--- config.mk ---
export PLATFORM = sky130hd
export DESIGN_NAME = proxy_sar_reassembler
export DESIGN_NICKNAME = d
export VERILOG_FILES = /design/src/sv/psar_pkg.sv /design/src/sv/psar_ram.sv /design/src/sv/psar_rsp_reg.sv /design/src/sv/psar_ctrl.sv /design/src/sv/proxy_sar_reassembler.sv
export SDC_FILE = /design/constraint.sdc
export NUM_CORES = 1
export LEC_CHECK = 0
export ABC_CLOCK_PERIOD_IN_PS = 3900
export BUFFER_PORTS_ARGS = -buffer_cell sky130_fd_sc_hd__buf_4
export CAP_MARGIN = 40
export CORE_UTILIZATION = 45
export DETAILED_ROUTE_END_ITERATION = 6
export SLEW_MARGIN = 20
export SYNTH_ARGS = -nofsm -noshare
export SYNTH_HDL_FRONTEND = slang
export SYNTH_SLANG_ARGS = --single-unit
--- constraint.sdc ---
create_clock -name clock -period 3.9 [get_ports clock]
set_input_delay 0.39 -clock clock [delete_from_list [all_inputs] [get_ports clock]]
set_output_delay 0.39 -clock clock [all_outputs]
set_load 0.005 [all_outputs]
--- src/sv/psar_pkg.sv ---
package psar_pkg;

   // Segmentation codes carried in the top two bits of a write's header byte.
   localparam logic [1:0] SEG_COMPLETE = 2'b00;
   localparam logic [1:0] SEG_FIRST    = 2'b01;
   localparam logic [1:0] SEG_MIDDLE   = 2'b10;
   localparam logic [1:0] SEG_LAST     = 2'b11;

   typedef struct packed {
      logic [7:0] data_byte;
      logic       write_start;
      logic       write_end;
   } req_type;

   typedef struct packed {
      logic [7:0] message_byte;
      logic [5:0] byte_position;
      logic       message_end;
      logic       empty_message;
   } rsp_type;

   // Load request from the sequencer into the result register.
   typedef struct packed {
      logic    load;
      rsp_type item;
   } rsp_load_type;

   typedef enum logic [2:0] {
      ST_RECV,
      ST_FINISH,
      ST_COPY_RD,
      ST_COPY_WR,
      ST_COPY_DONE,
      ST_EMIT_RD,
      ST_EMIT_LD,
      ST_EMPTY
   } state_type;

endpackage

--- src/sv/psar_ram.sv ---
module psar_ram #(
   parameter int WIDTH = 8,
   parameter int DEPTH = 64
) (
   input  logic                                   clock,
   input  logic                                   we,
   input  logic [((DEPTH > 1) ? $clog2(DEPTH) : 1)-1:0] waddr,
   input  logic [WIDTH-1:0]                       wdata,
   input  logic [((DEPTH > 1) ? $clog2(DEPTH) : 1)-1:0] raddr,
   output logic [WIDTH-1:0]                       rdata
);

   logic [WIDTH-1:0] mem_ff [DEPTH];
   logic [WIDTH-1:0] rdata_ff;

   always_ff @(posedge clock) begin
      if (we) begin
         mem_ff[waddr] <= wdata;
      end
      rdata_ff <= mem_ff[raddr];
   end

   assign rdata = rdata_ff;

endmodule

--- src/sv/psar_rsp_reg.sv ---
module psar_rsp_reg (
   input  logic                  clock,
   input  logic                  reset,
   input  psar_pkg::rsp_load_type load,
   output logic                  slot_free,
   output logic                  rsp_valid,
   input  logic                  rsp_ready,
   output psar_pkg::rsp_type     rsp
);
   import psar_pkg::*;

   logic    valid_ff;
   logic    valid_in;
   rsp_type data_ff;
   rsp_type data_in;

   always_comb begin
      valid_in = valid_ff;
      data_in  = data_ff;
      priority if (load.load) begin
         valid_in = 1'b1;
         data_in  = load.item;
      end else if (rsp_ready) begin
         valid_in = 1'b0;
      end else begin
         valid_in = valid_ff;
      end
   end

   always_ff @(posedge clock) begin
      if (reset) begin
         valid_ff <= 1'b0;
      end else begin
         valid_ff <= valid_in;
      end
      data_ff <= data_in;
   end

   // The register can take a new result: it is empty, or its result is being taken now.
   assign slot_free = !valid_ff || rsp_ready;
   assign rsp_valid = valid_ff;
   assign rsp       = data_ff;

endmodule

--- src/sv/psar_ctrl.sv ---
module psar_ctrl #(
   parameter int MAX_MESSAGE = 64,
   parameter int AW          = 6
) (
   input  logic                   clock,
   input  logic                   reset,
   input  logic                   req_valid,
   output logic                   req_ready,
   input  psar_pkg::req_type      req,
   input  logic                   slot_free,
   output psar_pkg::rsp_load_type load,
   output logic                   stage_we,
   output logic [AW-1:0]          stage_waddr,
   output logic [7:0]             stage_wdata,
   input  logic [7:0]             stage_rdata,
   output logic                   asm_we,
   output logic [AW-1:0]          asm_waddr,
   output logic [7:0]             asm_wdata,
   input  logic [7:0]             asm_rdata,
   output logic [AW-1:0]          raddr
);
   import psar_pkg::*;

   localparam int CW = $clog2(MAX_MESSAGE + 2);
   localparam logic [CW-1:0] MAX_C    = CW'(MAX_MESSAGE);
   localparam logic [CW-1:0] POISON_C = CW'(MAX_MESSAGE + 1);
   localparam logic [CW:0]   MAX_W    = (CW + 1)'(MAX_MESSAGE);

   state_type      state_ff, state_in;
   logic [1:0]     code_ff, code_in;
   logic           open_ff, open_in;
   logic [CW-1:0]  wcount_ff, wcount_in;
   logic [CW-1:0]  alen_ff, alen_in;
   logic [CW-1:0]  idx_ff, idx_in;
   logic [CW-1:0]  base_ff, base_in;
   logic [CW-1:0]  run_len_ff, run_len_in;
   logic           src_asm_ff, src_asm_in;

   logic           accept;
   logic [CW-1:0]  idx_nxt;
   logic [CW-1:0]  asm_sum;
   logic [CW-1:0]  seg_len;
   logic [CW:0]    fit_sum;

   function automatic logic [CW-1:0] idx_nxt_w(input logic [CW-1:0] v);
      return v + CW'(1);
   endfunction

   assign accept  = req_valid && req_ready;
   assign idx_nxt = idx_ff + CW'(1);
   assign asm_sum = base_ff + idx_ff;
   assign seg_len = (code_ff == SEG_FIRST) ? '0 : alen_ff;
   assign fit_sum = {1'b0, seg_len} + {1'b0, wcount_ff};

   assign raddr       = idx_ff[AW-1:0];
   assign stage_waddr = wcount_ff[AW-1:0];
   assign stage_wdata = req.data_byte;
   assign asm_waddr   = asm_sum[AW-1:0];
   assign asm_wdata   = stage_rdata;

   always_comb begin
      state_in   = state_ff;
      code_in    = code_ff;
      open_in    = open_ff;
      wcount_in  = wcount_ff;
      alen_in    = alen_ff;
      idx_in     = idx_ff;
      base_in    = base_ff;
      run_len_in = run_len_ff;
      src_asm_in = src_asm_ff;
      req_ready  = 1'b0;
      stage_we   = 1'b0;
      asm_we     = 1'b0;
      load       = '0;

      unique case (state_ff)
         ST_RECV: begin
            req_ready = 1'b1;
            if (accept) begin
               if (req.write_start) begin
                  code_in   = req.data_byte[7:6];
                  wcount_in = '0;
                  open_in   = 1'b1;
               end else if (open_ff) begin
                  if (wcount_ff < MAX_C) begin
                     stage_we  = 1'b1;
                     wcount_in = idx_nxt_w(wcount_ff);
                  end else begin
                     wcount_in = POISON_C;
                  end
               end
               if (req.write_end && (req.write_start || open_ff)) begin
                  open_in  = 1'b0;
                  state_in = ST_FINISH;
               end
            end
         end

         ST_FINISH: begin
            idx_in = '0;
            if (code_ff == SEG_COMPLETE) begin
               src_asm_in = 1'b0;
               run_len_in = wcount_ff;
               if (wcount_ff == '0) begin
                  state_in = ST_EMPTY;
               end else if (wcount_ff <= MAX_C) begin
                  state_in = ST_EMIT_RD;
               end else begin
                  state_in = ST_RECV;
               end
            end else if (fit_sum <= MAX_W) begin
               base_in  = seg_len;
               state_in = (wcount_ff == '0) ? ST_COPY_DONE : ST_COPY_RD;
            end else begin
               // Overflow poisons the assembly; a last segment just clears it.
               alen_in  = (code_ff == SEG_LAST) ? '0 : POISON_C;
               state_in = ST_RECV;
            end
         end

         ST_COPY_RD: begin
            state_in = ST_COPY_WR;
         end

         ST_COPY_WR: begin
            asm_we   = 1'b1;
            idx_in   = idx_nxt;
            state_in = (idx_nxt == wcount_ff) ? ST_COPY_DONE : ST_COPY_RD;
         end

         ST_COPY_DONE: begin
            idx_in = '0;
            if (code_ff == SEG_LAST) begin
               alen_in    = '0;
               src_asm_in = 1'b1;
               run_len_in = base_ff + wcount_ff;
               state_in   = ((base_ff + wcount_ff) == '0) ? ST_EMPTY : ST_EMIT_RD;
            end else begin
               alen_in  = base_ff + wcount_ff;
               state_in = ST_RECV;
            end
         end

         ST_EMIT_RD: begin
            if (slot_free) begin
               state_in = ST_EMIT_LD;
            end
         end

         ST_EMIT_LD: begin
            load.load               = 1'b1;
            load.item.message_byte  = src_asm_ff ? asm_rdata : stage_rdata;
            load.item.byte_position = 6'(idx_ff);
            load.item.message_end   = (idx_nxt == run_len_ff);
            load.item.empty_message = 1'b0;
            idx_in                  = idx_nxt;
            state_in                = (idx_nxt == run_len_ff) ? ST_RECV : ST_EMIT_RD;
         end

         ST_EMPTY: begin
            if (slot_free) begin
               load.load               = 1'b1;
               load.item.message_byte  = '0;
               load.item.byte_position = '0;
               load.item.message_end   = 1'b1;
               load.item.empty_message = 1'b1;
               state_in                = ST_RECV;
            end
         end

         default: begin
            state_in = ST_RECV;
         end
      endcase
   end

   always_ff @(posedge clock) begin
      if (reset) begin
         state_ff  <= ST_RECV;
         code_ff   <= SEG_COMPLETE;
         open_ff   <= 1'b0;
         wcount_ff <= '0;
         alen_ff   <= '0;
      end else begin
         state_ff  <= state_in;
         code_ff   <= code_in;
         open_ff   <= open_in;
         wcount_ff <= wcount_in;
         alen_ff   <= alen_in;
      end
      idx_ff     <= idx_in;
      base_ff    <= base_in;
      run_len_ff <= run_len_in;
      src_asm_ff <= src_asm_in;
   end

endmodule

--- src/sv/proxy_sar_reassembler.sv ---
// Channel   Direction  Ports                          Payload
// req       in         req_valid, req_ready, req      data_byte, write_start, write_end
// rsp       out        rsp_valid, rsp_ready, rsp      message_byte, byte_position,
//                                                     message_end, empty_message
//
// Each byte of a write is taken in ST_RECV; the cycle after a write's final byte is
// spent deciding what the write does. A segment is copied into the assembly memory by
// reading each byte from staging and then writing it, and then the assembly length is
// updated; each result of a message run is a memory read, then a load into the result
// register once it has room. The memories have a registered read and the sequencer
// does one step at a time. Reset is synchronous; the memories need no clearing.
// Input is refused until a copy or a message run is over, so a stalled result holds
// up both the rest of the run and the next byte.
module proxy_sar_reassembler #(
   parameter int MAX_MESSAGE = 64
) (
   input  logic              clock,
   input  logic              reset,
   input  logic              req_valid,
   output logic              req_ready,
   input  psar_pkg::req_type req,
   output logic              rsp_valid,
   input  logic              rsp_ready,
   output psar_pkg::rsp_type rsp
);
   import psar_pkg::*;

   localparam int AW = (MAX_MESSAGE > 1) ? $clog2(MAX_MESSAGE) : 1;

   rsp_load_type  load;
   logic          slot_free;
   logic          stage_we;
   logic [AW-1:0] stage_waddr;
   logic [7:0]    stage_wdata;
   logic [7:0]    stage_rdata;
   logic          asm_we;
   logic [AW-1:0] asm_waddr;
   logic [7:0]    asm_wdata;
   logic [7:0]    asm_rdata;
   logic [AW-1:0] raddr;

   // The sequencer owns the write counters, the assembly length and the
   // segmentation code. It never uses read data from a memory in a cycle it
   // writes the same memory, so no forwarding path is needed.
   psar_ctrl #(
      .MAX_MESSAGE (MAX_MESSAGE),
      .AW          (AW)
   ) u_ctrl (
      .clock       (clock),
      .reset       (reset),
      .req_valid   (req_valid),
      .req_ready   (req_ready),
      .req         (req),
      .slot_free   (slot_free),
      .load        (load),
      .stage_we    (stage_we),
      .stage_waddr (stage_waddr),
      .stage_wdata (stage_wdata),
      .stage_rdata (stage_rdata),
      .asm_we      (asm_we),
      .asm_waddr   (asm_waddr),
      .asm_wdata   (asm_wdata),
      .asm_rdata   (asm_rdata),
      .raddr       (raddr)
   );

   // Staging memory: the payload of the write currently being received.
   psar_ram #(
      .WIDTH (8),
      .DEPTH (MAX_MESSAGE)
   ) u_stage_ram (
      .clock (clock),
      .we    (stage_we),
      .waddr (stage_waddr),
      .wdata (stage_wdata),
      .raddr (raddr),
      .rdata (stage_rdata)
   );

   // Assembly memory: segments appended in order until the last one arrives.
   psar_ram #(
      .WIDTH (8),
      .DEPTH (MAX_MESSAGE)
   ) u_asm_ram (
      .clock (clock),
      .we    (asm_we),
      .waddr (asm_waddr),
      .wdata (asm_wdata),
      .raddr (raddr),
      .rdata (asm_rdata)
   );

   // The result register decouples the run of results from the consumer.
   psar_rsp_reg u_rsp_reg (
      .clock     (clock),
      .reset     (reset),
      .load      (load),
      .slot_free (slot_free),
      .rsp_valid (rsp_valid),
      .rsp_ready (rsp_ready),
      .rsp       (rsp)
   );

`ifndef SYNTHESIS
   // A new result must never overwrite one the consumer has not taken.
   a_no_overwrite: assert property (@(posedge clock) disable iff (reset)
      load.load |-> (!rsp_valid || rsp_ready))
      else $error("result register overwritten while a transaction is pending");

   // Receiving and copying are exclusive phases of the sequencer.
   a_phase_excl: assert property (@(posedge clock) disable iff (reset)
      !(stage_we && asm_we))
      else $error("staging and assembly writes in the same cycle");

   // Appends stay inside the assembly memory.
   a_asm_bound: assert property (@(posedge clock) disable iff (reset)
      asm_we |-> ({1'b0, asm_waddr} < (AW + 1)'(MAX_MESSAGE)))
      else $error("assembly write beyond the message limit");

   // No byte is taken while a message run is being emitted.
   a_no_req_in_emit: assert property (@(posedge clock) disable iff (reset)
      load.load |-> !req_ready)
      else $error("request transaction accepted during a result run");
`endif

endmodule

==> results.json, run 1 <==
{
  "status": "complete, no violations",
  "firstDrtPassIters": 5,
  "end_kind": "flip-flop",
  "die_width_um": 314,
  "min-delay-start": "req_valid",
  "numCtsBuffers": 110,
  "place_congestion": 0.830,
  "viasPerCell": 5.75,
  "fin_cells": 3913,
  "syn_to_final_growth_pct": 14.0,
  "drv_slew": 0,
  "cp-start-kind": "flip-flop",
  "cts_resized": 0,
  "ys_warn_count": 0,
  "drive_gt1_share_pct": 22.6,
  "htreeDepth": 3,
  "io_pins": 32,
  "clk_pin_slew_ns": 0.06,
  "wl_met2_um": 51300,
  "fin_crit_ns": 3.57,
  "core_sq_mm": 0.0966,
  "wl_per_cell_um": 26.1,
  "max_slew_margin_pct": 44.4,
  "die-area_sq_mm": 0.0987,
  "n_fill_cell": 7600,
  "diodes": 0,
  "m1WireLength_um": 42000,
  "cts-root-buf": "clkbuf_16",
  "path_class": "flip-flop to flip-flop",
  "clockBufferDepth": 3,
  "drtIter0Drc": 2041,
  "power_leakage_nw": 16.2,
  "cp_max_fo": 13,
  "grt_pass1_vias": 22864,
  "grt_antenna_before_repair": 5,
  "synthTopCellsByArea": "edfxtp_1 (73%), mux4_2 (9.9%), mux2i_1 (3.5%)",
  "dr_total_vias": 22487,
  "grt_pass1_wl_um": 152000,
  "cts_tree": "built",
  "routed-wl-met3_um": 5750,
  "insertion_delay_ns": 0.69,
  "nNetsFinal": 2583,
  "fin_ws_ns": 0.329,
  "place_ws_ns": 0.460,
  "rsz0062_at_grt": "false",
  "reg2reg_from": "u_ctrl.state_ff[0]",
  "tightest_slew_ns": 0.834,
  "grt_max_degree": 98,
  "period_share_pct": 91.6,
  "clock_skew_ns": 0.0286,
  "avgSynthCellArea_sq_um": 18.5,
  "ys_seq_elements": 1099,
  "ys_top_cells_by_count": "edfxtp_1 (1062), mux4_2 (192), nor2_1 (175)",
  "grtUsageTotal_pct": 21.1,
  "drc_errors": 0,
  "synth_ff_type": "edfxtp_1",
  "clkSinkCount": 1099,
  "die_h_um": 314,
  "max_freq_ghz": 0.280,
  "rows": 114,
  "async_flop_share_pct": 0,
  "peakVddDrop_mv": 0.427,
  "drt_wl_total_um": 102000,
  "ys_seq_area_share_pct": 74.4,
  "synthCells": 2365,
  "powerDensity_mw_per_mm2": 568,
  "grt_overflow": 0,
  "arrival_ns": 3.87,
  "setup_violations": 0,
  "finalSetupTns_ns": 0,
  "hold_class": "input pin to flip-flop",
  "synthDominantCellAreaShare_pct": 72.7,
  "synth_area_leader_cell": "edfxtp_1",
  "startpoint": "u_ctrl.state_ff[0]",
  "portBuffers": 31,
  "synth_area_sq_mm": 0.0439,
  "syn_nets": 2403,
  "hpwlAfterDp_um": 63100,
  "max-cap-violations": 0,
  "start_util_pct": 45.4,
  "cp.required_ns": 4.19,
  "hold_viol_final": 0,
  "place_inst": 3694,
  "yosysMostFrequentCell": "edfxtp_1",
  "synth_edf_count": 1062,
  "top_layer": "met5",
  "synth.distinct_cells": 59,
  "antenna_left": 0
}
-- final cells by class --
class	instances	area, sq um	area share, %
Multi-Input combinational cell	1131	10600	21.2
Inverter	11	41.3	0.0826
Sequential cell	1099	32600	65.3
Clock buffer	141	3020	6.03
Tap cell	1276	1600	3.19
Timing Repair Buffer	192	1630	3.27
Clock inverter	63	460	0.921
-- layer usage --
layer | vias up | GRT usage, %
met4 | 6 | 6.77
met2 | 695 | 35.1
met5 | - | 0
li1 | 9944 | -
met1 | 11654 | 28.3
met3 | 188 | 3.56
-- state kept, by name, summed over array words and instances (netlist names) --
register             flops
u_ctrl.open_ff           1
u_ctrl.state_ff          3
u_rsp_reg.rsp           16
u_asm_ram.mem_ff       512
u_ctrl.alen_ff           7
u_rsp_reg.rsp_valid      1
u_ctrl.src_asm_ff        1
u_ctrl.run_len_ff        7
u_ctrl.base_ff           7
u_asm_ram.rdata          8
u_ctrl.idx_ff            7
u_ctrl.code_ff           2
u_stage_ram.rdata        8
u_stage_ram.mem_ff     512
u_ctrl.wcount_ff         7
-- final timing paths --
path	to	depth (start not counted)	slack, ns
setup reg to reg	u_stage_ram.mem_ff[33][5]	6	0.33
setup / recovery	u_stage_ram.mem_ff[33][5]	6	0.33
hold / removal	u_ctrl.state_ff[0]	3	0.04
hold reg to reg	u_ctrl.alen_ff[5]	2	0.49
-- timing repair --
item / in CTS / in global routing
setup buffers: 0 / 0
endpoints found under the setup margin: 0 / 0
hold buffers: 6 / 0
endpoints found under the hold margin: 7 / 0
-- logic make-up after synthesis --
family	count (synthesis)	synth area share (%)
simple gates	354	3.51
mux	395	14.6
flops	1099	74.4
compound gates	318	4.49
buf+inv	135	1.41
xor+xnor	40	0.816
fa+ha+maj	24	0.736
-- where the power goes --
part           internal, mW  leakage [nW]  switching (mW)
Clock                  5.82          1.69            4.34
Combinational          1.50          4.68            2.48
Sequential             13.8          9.85           0.399
Total                  21.2          16.2            7.22
-- worst max-delay path, cell delays in order (launching register included) --
cell,delay [ns]
dfxtp_1,0.43
nor3_2,0.28
and2_1,0.23
nand2_1,0.11
nor4_1,0.55
nand3b_1,0.76
nor2_1,0.81
-- layout by cell type, fill, tap and decap left out, types with 8 or more instances in the layout --
cell type / count
buf_4: 173
mux2_2: 48
a21oi_1: 115
xor2_1: 20
nand2b_1: 8
mux2i_1: 155
clkbuf_16: 115
nand2_1: 93
clkinv_1: 35
nor2_1: 175
o21ai_0: 63
and2_1: 12
clkinv_2: 13
dfxtp_1: 29
buf_12: 11
edfxtp_1: 1062
inv_1: 11
clkbuf_1: 22
xnor2_1: 19
nand3_1: 17
o22ai_1: 49
o221ai_1: 48
mux4_2: 192
ha_1: 21
-- metrics by stage --
| stage | util [%] | cell area [sq um] | hold slack, ns | power [mW] |
|---|---|---|---|---|
| after floorplan | - | 43900 | 0.444 | 16.7 |
| after global placement | 48.0 | 46300 | 0.466 | 18.3 |
| after detailed placement | 48.0 | 46300 | 0.473 | 18.4 |
| after CTS | 51.6 | 49900 | 0.00263 | 28.5 |
| after global routing | 51.8 | 50000 | 0.0660 | 29.3 |
| final | 51.8 | 50000 | 0.0431 | 28.4 |
Power figures use the tool's default switching activity.
==> inputs of run 2 (changes only) <==
--- a/config.mk
+++ b/config.mk
@@ -5,12 +5,11 @@
 export SDC_FILE = /design/constraint.sdc
 export NUM_CORES = 1
 export LEC_CHECK = 0
-export ABC_CLOCK_PERIOD_IN_PS = 3900
+export ABC_CLOCK_PERIOD_IN_PS = 4100
 export BUFFER_PORTS_ARGS = -buffer_cell sky130_fd_sc_hd__buf_4
 export CAP_MARGIN = 40
 export CORE_UTILIZATION = 45
 export DETAILED_ROUTE_END_ITERATION = 6
-export SLEW_MARGIN = 20
 export SYNTH_ARGS = -nofsm -noshare
 export SYNTH_HDL_FRONTEND = slang
 export SYNTH_SLANG_ARGS = --single-unit
==> constraint.sdc (replaced) <==
create_clock -name clock -period 4.1 [get_ports clock]
set_input_delay 0.41 -clock clock [delete_from_list [all_inputs] [get_ports clock]]
set_output_delay 0.41 -clock clock [all_outputs]
set_load 0.01 [all_outputs]
==> results.json, run 2 (synthesized netlist as in run 1, its figures left out) <==
{
  "status": "complete, no violations",
  "numCtsBuffers": 108,
  "post-route-util_pct": 51.6,
  "io_pins": 32,
  "max_slew_margin_pct": 40.0,
  "grt_pass1_vias": 22670,
  "nNetsFinal": 2546,
  "drt_wl_total_um": 103000,
  "fin_cells": 3878,
  "rows": 114,
  "powerDensity_mw_per_mm2": 543,
  "clockBufferDepth": 3,
  "reg2reg_from": "u_ctrl.base_ff[1]",
  "htreeDepth": 3,
  "arrival_ns": 3.90,
  "drive_gt1_share_pct": 22.2,
  "rsz0062_at_grt": "false",
  "worst_path_max_delay_cell": "nor2_1",
  "die_width_um": 314,
  "cp_max_fo": 8,
  "hold_class": "input pin to flip-flop",
  "cpPeakStageDelay_ns": 0.64,
  "fin_crit_ns": 3.58,
  "min-delay-start": "req_valid",
  "setup_violations": 0,
  "diodes": 0,
  "drc_errors": 0,
  "max_freq_ghz": 0.280,
  "hold_depth": 3,
  "viasPerCell": 5.77,
  "hpwlAfterDp_um": 63000,
  "core_sq_mm": 0.0966,
  "hold_viol_final": 0,
  "start_util_pct": 45.4,
  "cts-root-buf": "clkbuf_16",
  "cts_tree": "built",
  "insertion_delay_ns": 0.70,
  "power.total_mw": 27.0,
  "firstDrtPassIters": 6,
  "end_kind": "flip-flop",
  "place_inst": 3667,
  "period_share_pct": 87.3,
  "path_cells": "ha_1, a21o_1, a21oi_1, o21bai_1, a21oi_1, xor2_1, nand2_1, nor2_1",
  "cpMostUsedCell": "a21oi_1",
  "reg2reg_depth": 8,
  "drtIter0Drc": 1974,
  "power_leakage_nw": 16.1,
  "drv_slew": 0,
  "grt_max_degree": 120,
  "clkSinkCount": 1099,
  "portBuffers": 31,
  "cp-start-kind": "flip-flop",
  "path_class": "flip-flop to flip-flop",
  "startpoint": "u_ctrl.base_ff[1]",
  "peakVddDrop_mv": 0.347,
  "syn_to_final_growth_pct": 13.5,
  "post_cts_buffers": 0,
  "hold_slack_ns": 0.0495,
  "mostFrequentLayoutCell": "edfxtp_1",
  "final_cell_mix": "edfxtp_1 (1062), mux4_2 (192), nor2_1 (175)",
  "finalSetupTns_ns": 0,
  "grt_antenna_before_repair": 0,
  "dr_total_vias": 22371,
  "clock_skew_ns": 0.0302,
  "tightest_slew_ns": 0.900,
  "grtUsageTotal_pct": 21.1,
  "grt_overflow": 0,
  "grt_pass1_wl_um": 153000,
  "die_h_um": 314,
  "clk_pin_slew_ns": 0.06,
  "wl_per_cell_um": 26.5,
  "antenna_left": 0,
  "die-area_sq_mm": 0.0987,
  "max-cap-violations": 0,
  "place_congestion": 0.850,
  "cp.required_ns": 4.42
}
[run 2: layout make-up]
cell class / instances / area, sq um
fill: 7620 / 46800
sequential: 1099 / 32600
multi-input combinational: 1131 / 10600
clock buffer: 142 / 3060
tap: 1276 / 1600
timing repair buffer: 157 / 1330
clock inverter: 62 / 502
inverter: 11 / 41.3
[run 2: timing repair]
action                     4_1_cts  5_1_grt
setup endpoints to repair        0        0
hold endpoints to repair         9        0
resized for setup                0        0
hold buffers                     6        0
[run 2: final timing paths]
| path | to | slack (ns) |
|---|---|---|
| min | u_ctrl.state_ff[0] | 0.05 |
| max | u_asm_ram.mem_ff[56][7] | 0.52 |
| min reg2reg | u_ctrl.alen_ff[2] | 0.47 |
| max reg2reg | u_asm_ram.mem_ff[56][7] | 0.52 |
[run 2: report_power, final]
| part | internal, mW | switching [mW] | total (mW) | leakage (nW) |
|---|---|---|---|---|
| sequential | 13.2 | 0.490 | 13.7 | 9.85 |
| clock | 5.62 | 4.19 | 9.81 | 1.72 |
| combinational | 1.33 | 2.23 | 3.56 | 4.49 |
| total | 20.1 | 6.92 | 27.0 | 16.1 |
[run 2: routing by layer]
layer / track usage (%) / routed length (um) / vias up
met2: 35.5 / 52200 / 698
li1: - / - / 9867
met4: 5.48 / 2150 / 0
met5: 0 / 0 / -
met1: 29.0 / 43100 / 11675
met3: 2.94 / 5340 / 131
[run 2: critical path: cells and delay by family, from the launching register on]
| kind | cells | cell delay (ns) |
|---|---|---|
| adders and majority gates | 1 | 0.32 |
| and+or+nand+nor | 2 | 1.03 |
| xor gates and xnor gates | 1 | 0.51 |
| AOI/OAI and AO/OA | 4 | 0.82 |
| DFF | 1 | 0.51 |
[run 2: through the flow]
stage	worst slack [ns]	area [sq um]
after CTS	0.495	49800
after detailed placement	0.510	46200
after global routing	0.279	49800
after global placement	0.624	46100
final	0.522	49800
after floorplan	1.18	43900
